### config.mk
export PLATFORM = sky130hd
export DESIGN_NAME = primitive_triple_counter
export DESIGN_NICKNAME = d
export VERILOG_FILES = /design/src/hdl/ptc_pkg.sv /design/src/hdl/ptc_datapath.sv /design/src/hdl/ptc_ctrl.sv /design/src/hdl/primitive_triple_counter.sv
export SDC_FILE = /design/constraint.sdc
export NUM_CORES = 1
export LEC_CHECK = 0
export ABC_AREA = 1
export BUFFER_PORTS_ARGS = -buffer_cell sky130_fd_sc_hd__buf_2
export CORE_ASPECT_RATIO = 1.5
export CORE_MARGIN = 5
export CORE_UTILIZATION = 60
export DETAILED_ROUTE_END_ITERATION = 16
export PLACE_DENSITY_LB_ADDON = 0.05
export SLEW_MARGIN = 0
export SYNTH_ARGS = -nofsm -noshare
export SYNTH_HDL_FRONTEND = slang
export SYNTH_SLANG_ARGS = --single-unit
### constraint.sdc
create_clock -name i_clk -period 9.3 [get_ports i_clk]
set_input_delay 1.395 -clock i_clk [delete_from_list [all_inputs] [get_ports i_clk]]
set_output_delay 1.395 -clock i_clk [all_outputs]
set_load 0.005 [all_outputs]
### src/hdl/ptc_pkg.sv
// Package with shared widths, state encoding and control structs for the triple counter.
`timescale 1ns / 1ps

package ptc_pkg;

    localparam int BOUND_W = 16;
    localparam int COUNT_W = 16;
    localparam int M_W     = 8;
    localparam int N_W     = 9;
    localparam int SQ_W    = 17;
    localparam int H_W     = 18;

    typedef enum logic [2:0] {
        S_IDLE,
        S_OUTER,
        S_INNER,
        S_GCD,
        S_DONE
    } t_state;

    typedef struct packed {
        logic load;
        logic init_n;
        logic step_n;
        logic step_m;
        logic gcd_load;
        logic gcd_step;
        logic count_inc;
        logic out_load;
    } t_cmd;

    typedef struct packed {
        logic range_ok;
        logic m_in;
        logic n_in;
        logic h_in;
        logic gcd_done;
        logic gcd_one;
        logic out_free;
    } t_status;

endpackage

### src/hdl/ptc_datapath.sv
// Datapath of the triple counter: index walk, incremental squares, binary gcd, count and output.
`timescale 1ns / 1ps

module ptc_datapath import ptc_pkg::*; (
    input  logic               i_clk,
    input  logic               i_rst_n,
    input  t_cmd               i_cmd,
    output t_status            o_status,
    input  logic [BOUND_W-1:0] i_range_begin,
    input  logic [BOUND_W-1:0] i_range_end,
    input  logic               i_out_ready,
    output logic               o_out_valid,
    output logic [COUNT_W-1:0] o_triple_count
);

    logic [BOUND_W-1:0] r_lo;
    logic [BOUND_W-1:0] r_hi;
    logic [M_W-1:0]     r_m;
    logic [SQ_W-1:0]    r_m_sq;
    logic [N_W-1:0]     r_n;
    logic [SQ_W-1:0]    r_n_sq;
    logic [M_W-1:0]     r_gcd_a;
    logic [M_W-1:0]     r_gcd_b;
    logic [COUNT_W-1:0] r_count;
    logic               r_out_valid;
    logic [COUNT_W-1:0] r_out_count;
    logic [H_W-1:0]     w_h;

    assign w_h = H_W'(r_m_sq) + H_W'(r_n_sq);

    always_ff @(posedge i_clk) begin
        if (i_cmd.load) begin
            r_lo <= i_range_begin;
            r_hi <= i_range_end;
            r_m <= M_W'(2);
            r_m_sq <= SQ_W'(4);
        end else if (i_cmd.step_m) begin
            r_m <= r_m + M_W'(1);
            r_m_sq <= r_m_sq + SQ_W'({r_m, 1'b1});
        end

        if (i_cmd.init_n) begin
            if (r_m[0] == 1'b0) begin
                r_n <= N_W'(1);
                r_n_sq <= SQ_W'(1);
            end else begin
                r_n <= N_W'(2);
                r_n_sq <= SQ_W'(4);
            end
        end else if (i_cmd.step_n) begin
            r_n <= r_n + N_W'(2);
            r_n_sq <= r_n_sq + SQ_W'({r_n, 2'b00}) + SQ_W'(4);
        end

        if (i_cmd.gcd_load) begin
            r_gcd_a <= r_m;
            r_gcd_b <= r_n[M_W-1:0];
        end else if (i_cmd.gcd_step) begin
            if (!r_gcd_a[0] || !r_gcd_b[0]) begin
                if (!r_gcd_a[0]) begin
                    r_gcd_a <= r_gcd_a >> 1;
                end
                if (!r_gcd_b[0]) begin
                    r_gcd_b <= r_gcd_b >> 1;
                end
            end else if (r_gcd_a > r_gcd_b) begin
                r_gcd_a <= (r_gcd_a - r_gcd_b) >> 1;
            end else begin
                r_gcd_b <= (r_gcd_b - r_gcd_a) >> 1;
            end
        end

        if (i_cmd.out_load) begin
            r_out_count <= r_count;
        end
    end

    always_ff @(posedge i_clk) begin
        if (!i_rst_n) begin
            r_count <= '0;
            r_out_valid <= 1'b0;
        end else begin
            if (i_cmd.load) begin
                r_count <= '0;
            end else if (i_cmd.count_inc && (r_count != '1)) begin
                r_count <= r_count + COUNT_W'(1);
            end
            if (i_cmd.out_load) begin
                r_out_valid <= 1'b1;
            end else if (i_out_ready) begin
                r_out_valid <= 1'b0;
            end
        end
    end

    always_comb begin
        o_status.range_ok = (i_range_end > i_range_begin);
        o_status.m_in     = (r_m_sq < SQ_W'(r_hi));
        o_status.n_in     = (r_n < N_W'(r_m));
        o_status.h_in     = (w_h >= H_W'(r_lo)) && (w_h < H_W'(r_hi));
        o_status.gcd_done = (r_gcd_a == r_gcd_b);
        o_status.gcd_one  = (r_gcd_a == M_W'(1));
        o_status.out_free = !r_out_valid || i_out_ready;
    end

    assign o_out_valid = r_out_valid;
    assign o_triple_count = r_out_count;

endmodule

### src/hdl/ptc_ctrl.sv
// Controller state machine that sequences the walk over m, n and the gcd test.
`timescale 1ns / 1ps

module ptc_ctrl import ptc_pkg::*; (
    input  logic    i_clk,
    input  logic    i_rst_n,
    input  logic    i_in_valid,
    output logic    o_in_ready,
    input  t_status i_status,
    output t_cmd    o_cmd
);

    t_state r_state;
    t_state n_state;

    always_ff @(posedge i_clk) begin
        if (!i_rst_n) begin
            r_state <= S_IDLE;
        end else begin
            r_state <= n_state;
        end
    end

    always_comb begin
        n_state = r_state;
        o_cmd = '0;
        o_in_ready = 1'b0;
        case (r_state)
            S_IDLE: begin
                o_in_ready = 1'b1;
                if (i_in_valid) begin
                    o_cmd.load = 1'b1;
                    n_state = i_status.range_ok ? S_OUTER : S_DONE;
                end
            end
            S_OUTER: begin
                if (i_status.m_in) begin
                    o_cmd.init_n = 1'b1;
                    n_state = S_INNER;
                end else begin
                    n_state = S_DONE;
                end
            end
            S_INNER: begin
                if (!i_status.n_in) begin
                    o_cmd.step_m = 1'b1;
                    n_state = S_OUTER;
                end else if (i_status.h_in) begin
                    o_cmd.gcd_load = 1'b1;
                    n_state = S_GCD;
                end else begin
                    o_cmd.step_n = 1'b1;
                end
            end
            S_GCD: begin
                if (i_status.gcd_done) begin
                    o_cmd.count_inc = i_status.gcd_one;
                    o_cmd.step_n = 1'b1;
                    n_state = S_INNER;
                end else begin
                    o_cmd.gcd_step = 1'b1;
                end
            end
            S_DONE: begin
                if (i_status.out_free) begin
                    o_cmd.out_load = 1'b1;
                    n_state = S_IDLE;
                end
            end
            default: begin
                n_state = S_IDLE;
            end
        endcase
    end

endmodule

### src/hdl/primitive_triple_counter.sv
// Top level of the primitive Pythagorean triple counter.
//
//   Channel | Direction | Handshake                  | Payload
//   --------+-----------+----------------------------+-------------------------------
//   input   | in        | i_in_valid / o_in_ready    | i_range_begin, i_range_end
//   output  | out       | o_out_valid / i_out_ready  | o_triple_count
//
// One item is worked at a time. For each m with m*m below the end, the single pair walker
// steps n over the pairs of that m, and each pair whose sum of squares lies in the range runs
// the binary gcd loop; an empty range goes straight to the done state. The gcd step loop and
// the pair walker set how long an item takes.
// Reset is synchronous and active low; it clears the controller, the running count and the output valid flag.
// A new beat is taken while a finished count waits in the output register; a stalled output
// holds the next count in the done state until the register frees.
`timescale 1ns / 1ps

module primitive_triple_counter import ptc_pkg::*; (
    input  logic               i_clk,
    input  logic               i_rst_n,
    input  logic               i_in_valid,
    output logic               o_in_ready,
    input  logic [BOUND_W-1:0] i_range_begin,
    input  logic [BOUND_W-1:0] i_range_end,
    output logic               o_out_valid,
    input  logic               i_out_ready,
    output logic [COUNT_W-1:0] o_triple_count
);

    t_cmd    w_cmd;
    t_status w_status;

    ptc_ctrl u_ctrl (
        .i_clk      (i_clk),
        .i_rst_n    (i_rst_n),
        .i_in_valid (i_in_valid),
        .o_in_ready (o_in_ready),
        .i_status   (w_status),
        .o_cmd      (w_cmd)
    );

    ptc_datapath u_datapath (
        .i_clk          (i_clk),
        .i_rst_n        (i_rst_n),
        .i_cmd          (w_cmd),
        .o_status       (w_status),
        .i_range_begin  (i_range_begin),
        .i_range_end    (i_range_end),
        .i_out_ready    (i_out_ready),
        .o_out_valid    (o_out_valid),
        .o_triple_count (o_triple_count)
    );

endmodule

-- Word level (Yosys, flattened, before mapping)
Cells that the tools add are included.
- register bits after elaboration: 135
- input bits: 36
- output and inout bits: 18
- word-level logic and storage cells: 106
- $add $sub $neg: 9
- magnitude comparators: 6
- equality and inequality tests: 14
- mux-type cells: 44
- bitwise gates (word level): 1
- reduce and logical (&&, ||, !) cells: 18
- operator list (cell ; count):
    2-to-1 mux 8 bit ; 10
    2-to-1 mux 17 bit ; 2
    2-to-1 mux 3 bit ; 8
    adder 17 x 17 -> 18 bit ; 1
    greater-or-equal comparator 18 x 16 -> 1 bit ; 1
    < comparator 18 x 16 -> 1 bit ; 1
    2-to-1 mux 9 bit ; 2
    adder 17 x 11 -> 17 bit ; 1
    adder 17 x 3 -> 17 bit (second input constant) ; 1
    adder 17 x 9 -> 17 bit ; 1
    < comparator 17 x 16 -> 1 bit ; 1
    2-to-1 mux 1 bit ; 17
    adder 16 x 1 -> 16 bit (second input constant) ; 1
    greater-than comparator 16 bit ; 1
    != test 16 bit (second input constant) ; 1
    subtractor 8 bit ; 2
    one-hot mux 3 bit (5 select lines) ; 1
    adder 9 x 2 -> 9 bit (second input constant) ; 1
    < comparator 9 x 8 -> 1 bit ; 1
    != test 3 bit (second input constant) ; 3
    adder 8 x 1 -> 8 bit (second input constant) ; 1
    equality test 8 x 1 -> 1 bit (second input constant) ; 1
    equality test 8 bit ; 1
    greater-than comparator 8 bit ; 1
    other kinds (19) ; 31

-- Logic depth before layout (Yosys ltp)
Gate-level depths: netlist (run 1).
- word-level depth: 8
- gate-level depth with buffers: 22
- mapped depth without buffers: 22

-- Cells and area by module
From an unflattened synthesis (run 1), not the netlist that was laid out.
- cells, all modules: 1266
- area total of the unflattened synthesis: 9948.3 µm²
- modules (own cells, without submodules) (module ; instances ; cells an instance ; area an instance (µm²) ; sequential area each (µm²)):
    ptc_datapath ; 1 ; 1219 ; 9689.3 ; 3483.3
    ptc_ctrl ; 1 ; 47 ; 259.0 ; 60.1

-- Worst setup path before layout (run 1)
Ideal clock, no wire load.
- path type: register to register
- from: reg u_datapath.r_n_sq[6]
- to: reg u_datapath.r_n[1], enable pin
- library setup time: 480 ps
- data arrival time: 3257 ps
- required time: 8820 ps
- path slack: 5563 ps
- cell stages (with the launch flop): 19
- path buffers: 0
- period minus slack after synthesis: 3737 ps
- cells stage by stage: edfxtp_1 ha_1 nand2_1 nor2_1 nand3_1 nand3_2 inv_1 o21a_1 o21ai_0 xor2_1 ha_1 a21oi_1 o211ai_1 nor2_1 nand2_1 nor2_4 nand3_1 nand2_1 nand3_1
- longest elaborated chain between the ends: 7
- elaborated cells on any way between the ends: 8
- those cells by class: add/sub: 1; order compare: 2; mux: 3; reduce/logical: 2
- RTL lines (element ; line ; RTL):
    from (decl) ; ptc_datapath.sv:21 ; logic [SQ_W-1:0] r_n_sq;
    from (signal assigned) ; ptc_datapath.sv:52 ; r_n_sq <= r_n_sq + SQ_W'({r_n, 2'b00}) + SQ_W'(4);
    adder 17 x 17 -> 18 bit * ; ptc_datapath.sv:29 ; assign w_h = H_W'(r_m_sq) + H_W'(r_n_sq);
    greater-or-equal comparator 18 x 16 -> 1 bit / < comparator 18 x 16 -> 1 bit (equally long branches) ; ptc_datapath.sv:100 ; o_status.h_in = (w_h >= H_W'(r_lo)) && (w_h < H_W'(r_hi));
    logical AND 1 bit * ; ptc_datapath.sv:100 ;
    2-to-1 mux 1 bit * ; ptc_ctrl.sv:48 ; end else if (i_status.h_in) begin
    2-to-1 mux 1 bit * ; ptc_ctrl.sv:45 ; if (!i_status.n_in) begin
    one-hot mux 1 bit (2 select lines) * ; ptc_ctrl.sv:28 ; case (r_state)
    nonzero test 2 bit (no source line) * ; n/a ;
    to (signal assigned) ; ptc_datapath.sv:51 ; r_n <= r_n + N_W'(2);
    to (decl) ; ptc_datapath.sv:20 ; logic [N_W-1:0] r_n;
Mark *: on every way between the ends. The rest lies on a longest branch, timed or not.
A chain may end at the register's enable or synchronous reset.

-- Worst setup path after layout (run 1)
- from: reg u_datapath.r_n_sq[8]
- to: reg u_datapath.r_gcd_a[5], enable pin
- longest elaborated chain between the ends: 8
- elaborated cells on any way between the ends: 11
- those cells by class: add/sub: 1; order compare: 2; eq/ne: 1; mux: 3; reduce/logical: 4
- RTL lines (element ; line ; RTL):
    adder 17 x 17 -> 18 bit * ; ptc_datapath.sv:29 ;
    greater-or-equal comparator 18 x 16 -> 1 bit / < comparator 18 x 16 -> 1 bit (equally long branches) ; ptc_datapath.sv:100 ;
    logical AND 1 bit * ; ptc_datapath.sv:100 ;
    2-to-1 mux 1 bit * ; ptc_ctrl.sv:48 ;
    2-to-1 mux 1 bit * ; ptc_ctrl.sv:45 ;
    2-to-1 mux 2 bit * ; ptc_ctrl.sv:28 ;
    != test 3 bit (no source line), or another cell as far along ; n/a ;
    AND reduction 3 bit (no source line) * ; n/a ;
    to (signal assigned) ; ptc_datapath.sv:56 ; r_gcd_a <= r_m;
    to (signal assigned) ; ptc_datapath.sv:61 ; r_gcd_a <= r_gcd_a >> 1;
    to (signal assigned) ; ptc_datapath.sv:67 ; r_gcd_a <= (r_gcd_a - r_gcd_b) >> 1;
    to (decl) ; ptc_datapath.sv:22 ; logic [M_W-1:0] r_gcd_a;
Marks and branches as above.

==> results.tsv, run 1 <==
stage	metric	value	unit
cts	CTS Sinks	133	
timing	final setup vio count	0	
power	worst vdd ir	179	uV
cts	worst skew pair latency	0.43	ns
cts	clock transition at the registers of the reported paths	0.06	ns
drt	drc violations	0	
global_routing	GRT Util Overall	25.0	%
drt	initial DRC count	550	
logic_synthesis	area share of and/or/nand/nor cells after synthesis	20.6	%
cells_and_area	Synth-to-Final Area Change	10.6	%
floorplan	row count	57	
setup_path	CP arrival	4.39	ns
placed_design	Area after DPL	10300	um2
cts	Root Driver	clkbuf_16	
placed_design	port buffer count	53	
logic_synthesis	top-area cell type share of the netlist area	26.9	%
placed_design	DPL Wire Length	18.5	mm
placed_design	routability cong.	0.934	
power	leakage	5.17	nW
timing	Max Slew Vio Count	0	
cells_and_area	Finished Cell Area	10900	um2
status	status	finished clean	
global_routing	first-pass GRT wire length	38.1	mm
logic_synthesis	main combinational cell family by area after synthesis	simple AND/OR/NAND/NOR gates	
drt	routed len/inst	15.7	um
drt	router iterations before antenna repair	5	
cells_and_area	most common cell after layout, fill and taps aside	nand2_1	
setup_path	end of the worst register-to-register path	u_datapath.r_gcd_a[5]	
setup_path	worst-path maximum fanout	34	
drt	DR vias	8212	
cells_and_area	share of layout cells above drive strength 1	10.7	%
setup_path	reg-to-reg critical path startpoint	u_datapath.r_n_sq[8]	
logic_synthesis	Post-Syn Area	9820	um2
timing	fin crit period	4.29	ns
setup_path	Crit Path Class	reg -> reg	
timing	unrepaired setup endpoints after global routing	false	
cts	CTS tree	built	
run	Max Cap Viol	0	
cts	clk buf depth	2	
floorplan	starting density of the core	60.9	%
logic_synthesis	adder-cell share of the synthesized area	17.5	%
logic_synthesis	post-synth cell types	49	
floorplan	Die Span Y	167	um
logic_synthesis	Seq cells post-synth	133	
drt	Total Wirelength	23.3	mm
global_routing	largest net degree at the start of global routing	40	
worst_hold_path	hold_sp	u_datapath.r_count[13]	
worst_hold_path	Hold Path Class	reg -> reg	
timing	final period utilization	46.1	%
cts	H-Tree Depth	4	
worst_hold_path	WHS Path Cells	0	
setup_path	CP Capture Type	register	
logic_synthesis	mux contribution to synthesized area	0	%
floorplan	# IOs	54	
logic_synthesis	Synth Instances	1206	
cells_and_area	nets	1435	
setup_path	Worst EP required	9.40	ns
cells_and_area	fillers	1392	
timing	headroom to the max-slew limit	15.8	%
logic_synthesis	Synth warnings	0	
worst_hold_path	Worst Hold End	u_datapath.o_triple_count[13]	
cells_and_area	non-filler instance count after layout	1483	
drt	Met2 Routed Length	12.5	mm
cts	Post-CTS Hold Buffers	0	
setup_path	FF-to-FF path depth	19	
power	PwrDens	283	nW/um2
setup_path	r2r setup slk	5.01	ns
drt	final antenna-violating net count	0	
cts	setup repair bufs after CTS	0	
cts	number of CTS-inserted buffers	17	
drt	highest routed layer	met4	
logic_synthesis	Post-Synth XOR/XNOR Area	4.82	%
logic_synthesis	Seq/Total Area, Yosys	36.1	%
timing	f_max	233	MHz
global_routing	vias in the first global route	8150	
floorplan	Core ar.	16100	um2
cells_and_area	commonest non-fill, non-tap cells in the layout	244 x nand2_1, 188 x inv_1, 131 x ha_1	
drt	metal1 wirelength	8.82	mm
setup_path	critical path launch point type	register	
cts	Post-CTS Resized	0	
cells_and_area	antenna diode count	0	
timing	Worst-Margin Slew	1.26	ns
logic_synthesis	Syn Nets	1377	
timing	Setup TNS	0	ns
logic_synthesis	ranking of synthesized cells by area	edfxtp_1 27%, ha_1 17%, nand2_1 9.3%	
drt	Vias per Instance	5.54	
global_routing	initial antenna violation count	0	
logic_synthesis	Synth Area per Inst	8.14	um2
placed_design	placed cells	1451	
timing	final hold vios	0	
floorplan	die width	114	um
logic_synthesis	Synth Area in Compound Gates	12.4	%
drt	DR WL met3	840	um
logic_synthesis	leading area contributor after synthesis	edfxtp_1	
timing	clock skew	0.0112	ns
floorplan	die area	19100	um2
global_routing	grt ovf	0	
==> stage by stage <==
step | hold WS [ns] | setup WS [ns] | power, mW | utilization [%]
6_report | 0.496 | 5.01 | 3.07 | 67.3
5_1_grt | 0.511 | 4.56 | 3.34 | 67.3
4_1_cts | 0.498 | 4.99 | 3.08 | 67.3
3_5_place_dp | 0.483 | 5.08 | 2.39 | 63.7
3_3_place_gp | 0.476 | 5.19 | 2.36 | 63.7
2_1_floorplan | 0.406 | 5.56 | 2.00 | -
==> cell families (layout without fill, tap and decap cells) <==
family                     count (synthesis)  count (layout)
AOI/OAI and AO/OA                        211             211
and+or+nand+nor                          460             460
xor gates and xnor gates                  54              54
DFF                                      133             133
adders and majority gates                135             135
buffers and inverters                    213             284
==> synth_stat cells (all sizes together) <==
cell,number
nand2,256
inv,194
ha,131
a21oi,99
edfxtp,88
nor2,84
o21ai,67
nand3,57
dfxtp,45
xor2,33
nor3,25
nand4,23
xnor2,21
buf,13
a21o,9
o21a,6
a31oi,5
clkbuf,5
o22ai,5
or2,5
fa,4
nor3b,4
o2111ai,4
a211oi,3
and3,3
o211ai,3
a21boi,2
a22oi,2
o21bai,2
o31ai,2
and2,1
clkinv,1
nand3b,1
nor4,1
o31a,1
o32ai,1
==> flip-flops by register name (all words and copies together) (netlist names), 3 cells and up <==
name                       flops
u_ctrl.r_state                 3
u_datapath.o_triple_count     16
u_datapath.r_count            16
u_datapath.r_gcd_a             8
u_datapath.r_gcd_b             8
u_datapath.r_hi               16
u_datapath.r_lo               16
u_datapath.r_m                 8
u_datapath.r_m_sq             17
u_datapath.r_n                 8
u_datapath.r_n_sq             16
==> routing by layer <==
metal	up-vias	global-route usage (%)
li1	4180	-
met1	3748	26.3
met2	217	47.0
met3	67	3.34
met4	0	13.0
met5	-	0
==> critical path, stage by stage, from the launching register on <==
cell	delay [ns]
edfxtp_1	0.39
ha_1	0.39
nand2_1	0.10
nor2_1	0.13
nand3_1	0.10
nand3_2	0.14
inv_1	0.07
o21a_1	0.19
o21ai_0	0.20
xor2_1	0.24
ha_1	0.29
a21oi_1	0.16
o211ai_1	0.10
nor2_1	0.11
nand2_1	0.10
nor2_4	0.15
nand4_4	0.51
nand2_1	0.28
nand2_1	0.07
inv_1	0.21
==> area by class of cell <==
| class | instances | area, um2 | area share [%] |
|---|---|---|---|
| clock buffer | 19 | 454 | 4.18 |
| multi-input combinational | 860 | 5440 | 50.1 |
| clock inverter | 13 | 135 | 1.24 |
| tap | 206 | 258 | 2.37 |
| inverter | 195 | 732 | 6.74 |
| sequential | 133 | 3540 | 32.6 |
| timing repair buffer | 57 | 295 | 2.72 |
==> worst max path at each step <==
stage	depth (start not counted)	endpoint	startpoint
floorplan	18	u_datapath.r_n[1]	u_datapath.r_n_sq[6]
global placement	19	u_datapath.r_gcd_b[6]	u_datapath.r_n_sq[8]
detailed placement	19	u_datapath.r_gcd_a[5]	u_datapath.r_n_sq[8]
CTS	19	u_datapath.r_gcd_a[5]	u_datapath.r_n_sq[8]
global route	19	u_datapath.r_gcd_a[5]	u_datapath.r_n_sq[8]
finish	19	u_datapath.r_gcd_a[5]	u_datapath.r_n_sq[8]
==> power by group <==
| part | switching [mW] | internal [mW] |
|---|---|---|
| clock | 0.283 | 0.392 |
| sequential | 0.0910 | 0.828 |
| combinational | 0.925 | 0.555 |
| total | 1.30 | 1.78 |
Power figures use the tool's default switching activity.
==> run 2, diff against run 1 <==
==> constraint.sdc (replaced) <==
create_clock -name i_clk -period 4 [get_ports i_clk]
set_input_delay 0.6 -clock i_clk [delete_from_list [all_inputs] [get_ports i_clk]]
set_output_delay 0.6 -clock i_clk [all_outputs]
set_load 0.005 [all_outputs]
==> results.tsv, run 2 (same netlist as run 1, synthesis figures left out) <==
stage	metric	value	unit	change
timing	clock skew	0.0138	ns	was 0.0112 ns
placed_design	placed cells	1460		was 1,451
drt	DR vias	8253		was 8,212
worst_hold_path	WHS Path Cells	1		was 0
floorplan	Die Span Y	167	um	unchanged
run	Max Cap Viol	0		unchanged
cts	clk buf depth	2		unchanged
power	register share of total power	30.0	%	was 29.9%
drt	Total Wirelength	23.6	mm	was 23.3 mm
global_routing	grt ovf	0		unchanged
timing	final period utilization	93.3	%	was 46.1%
power	worst vdd ir	413	uV	was 179 uV
timing	Worst-Margin Slew	1.19	ns	was 1.26 ns
cts	worst skew pair latency	0.43	ns	about the same
global_routing	largest net degree at the start of global routing	39		was 40
setup_path	FF-to-FF path depth	17		was 19
power	Sw Ratio	42.6	%	was 42.3%
drt	routed len/inst	15.8	um	was 15.7 um
drt	Vias per Instance	5.52		was 5.54
worst_hold_path	Hold Path Class	in -> reg		was reg -> reg
drt	initial DRC count	468		was 550
setup_path	Crit Path Class	reg -> reg		unchanged
placed_design	pre-CTS WS	0.200	ns	was 5.08 ns
cells_and_area	non-filler instance count after layout	1494		was 1,483
timing	unrepaired setup endpoints after global routing	false		unchanged
cells_and_area	most common cell after layout, fill and taps aside	nand2_1		unchanged
placed_design	port buffer count	53		unchanged
floorplan	die area	19100	um2	unchanged
cts	Root Driver	clkbuf_16		unchanged
setup_path	worst-path maximum fanout	23		was 34
setup_path	reg-to-reg critical path startpoint	u_datapath.r_n_sq[8]		unchanged
setup_path	Worst EP required	4.13	ns	was 9.40 ns
cts	H-Tree Depth	4		unchanged
floorplan	die width	114	um	unchanged
cells_and_area	sequential cell area	3540	um2	unchanged
global_routing	GRT met2 Usage	46.6	%	was 47.0%
power	Gate power share	49.3	%	was 48.1%
drt	final antenna-violating net count	0		unchanged
cells_and_area	commonest non-fill, non-tap cells in the layout	242 x nand2_1, 186 x inv_1, 129 x ha_1		was 244 x nand2_1, 188 x inv_1, 131 x ha_1
timing	headroom to the max-slew limit	20.1	%	was 15.8%
floorplan	Core ar.	16100	um2	unchanged
power	P_sw	3.04	mW	was 1.30 mW
setup_path	Critical path origin	u_datapath.r_n_sq[8]		unchanged
cts	clock transition at the registers of the reported paths	0.06	ns	about the same
cells_and_area	max reg flops	17		unchanged
power	clock share of power	20.7	%	was 21.9%
timing	final setup vio count	0		unchanged
placed_design	routability cong.	0.955		was 0.934
timing	Final WS setup	0.268	ns	was 5.01 ns
status	status	finished clean		unchanged
timing	final hold vios	0		unchanged
floorplan	row count	57		unchanged
drt	drc violations	0		unchanged
setup_path	crit path to	u_datapath.r_n[3]		was u_datapath.r_gcd_a[5]
placed_design	DPL Wire Length	18.8	mm	was 18.5 mm
timing	Setup TNS	0	ns	unchanged
cells_and_area	nets	1446		was 1,435
global_routing	GRT Util Overall	25.4	%	was 25.0%
timing	final hold slack	0.362	ns	was 0.496 ns
cts	number of CTS-inserted buffers	17		unchanged
power	Internal	4.11	mW	was 1.78 mW
cells_and_area	fillers	1417		was 1,392
setup_path	critical path launch point type	register		unchanged
cts	CTS tree	built		unchanged
global_routing	initial antenna violation count	0		unchanged
setup_path	end of the worst register-to-register path	u_datapath.r_n[3]		was u_datapath.r_gcd_a[5]
cells_and_area	Synth-to-Final Area Change	11.5	%	was 10.6%
cells_and_area	antenna diode count	0		unchanged
setup_path	CP arrival	3.86	ns	was 4.39 ns
global_routing	GRT met3 Usage	3.99	%	was 3.34%
power	PwrDens	654	nW/um2	was 283 nW/um2
global_routing	global route hottest layer	met2		unchanged
cells_and_area	Top reg by flops	u_datapath.r_m_sq		unchanged
timing	f_max	268	MHz	was 233 MHz
power	leakage	5.22	nW	was 5.17 nW
cts	CTS Sinks	133		unchanged
floorplan	starting density of the core	60.9	%	unchanged
setup_path	CP Capture Type	register		unchanged
global_routing	first-pass GRT wire length	38.2	mm	was 38.1 mm
cells_and_area	final core utilization	67.9	%	was 67.3%
timing	fin crit period	3.73	ns	was 4.29 ns
cells_and_area	share of layout cells above drive strength 1	12.0	%	was 10.7%
setup_path	r2r setup slk	0.27	ns	was 5.01 ns
drt	router iterations before antenna repair	5		unchanged
cells_and_area	Multi-input gate area	5460	um2	was 5440 um2
timing	Max Slew Vio Count	0		unchanged
global_routing	vias in the first global route	8148		was 8,150
floorplan	# IOs	54		unchanged
global_routing	met1 usage	26.4	%	was 26.3%
==> run 2: layer usage <==
| metal | routed length (um) | part of all wire [%] | up-vias |
|---|---|---|---|
| li1 | - | - | 4204 |
| met1 | 8890 | 38 | 3751 |
| met2 | 12400 | 53 | 223 |
| met3 | 882 | 3.7 | 75 |
| met4 | 1430 | 6.1 | 0 |
| met5 | 0 | 0 | - |
==> run 2: cell type report <==
| type | count | share of cell area [%] |
|---|---|---|
| clock buffers | 19 | 4.24 |
| clock inverters | 13 | 0.892 |
| inverters | 195 | 6.69 |
| multi-input cells | 861 | 49.9 |
| flip-flops and latches | 133 | 32.4 |
| well taps | 206 | 2.36 |
| repair buffers | 67 | 3.53 |
==> run 2: worst min path at each step <==
stage,start,to
3_3_place_gp,u_datapath.r_count[8],u_datapath.o_triple_count[8]
4_1_cts,i_range_begin[9],u_datapath.r_lo[9]
6_report,i_range_begin[9],u_datapath.r_lo[9]
2_1_floorplan,u_datapath.r_count[5],u_datapath.o_triple_count[5]
3_5_place_dp,u_datapath.r_count[13],u_datapath.o_triple_count[13]
5_1_grt,i_range_begin[5],u_datapath.r_lo[5]
==> run 2: critical path, stage by stage (launching register included) <==
cell	delay [ns]
edfxtp_1	0.40
ha_2	0.39
nand2_1	0.09
nor2_1	0.14
nand3_1	0.11
nand3_2	0.14
inv_1	0.06
o21a_1	0.19
o21ai_1	0.15
xor2_1	0.22
ha_1	0.28
a21oi_1	0.22
o21a_1	0.15
nand2_1	0.19
nand3_1	0.19
nand2_2	0.10
nand3_1	0.17
buf_12	0.22
==> run 2: repair_timing <==
item / CTS / global route
hold buffers: 0 / 0
setup buffers: 0 / 1
setup endpoints to repair: 0 / 48
gates resized for setup: 0 / 8
==> run 2: power groups by stage <==
stage,clock [mW],sequential [mW],combinational [mW]
final,1.48,2.14,3.53
after global routing,1.56,2.17,4.00
after CTS,1.50,2.14,3.49
after detailed placement,0,2.17,3.45
after global placement,0,2.16,3.38
after floorplan,0,2.11,2.55
==> run 2: per-stage QoR <==
stage / total power [mW] / instance area (um2)
2_1_floorplan: 4.66 / 9820
3_3_place_gp: 5.54 / 10300
3_5_place_dp: 5.62 / 10300
4_1_cts: 7.13 / 10900
5_1_grt: 7.73 / 10900
6_report: 7.15 / 10900
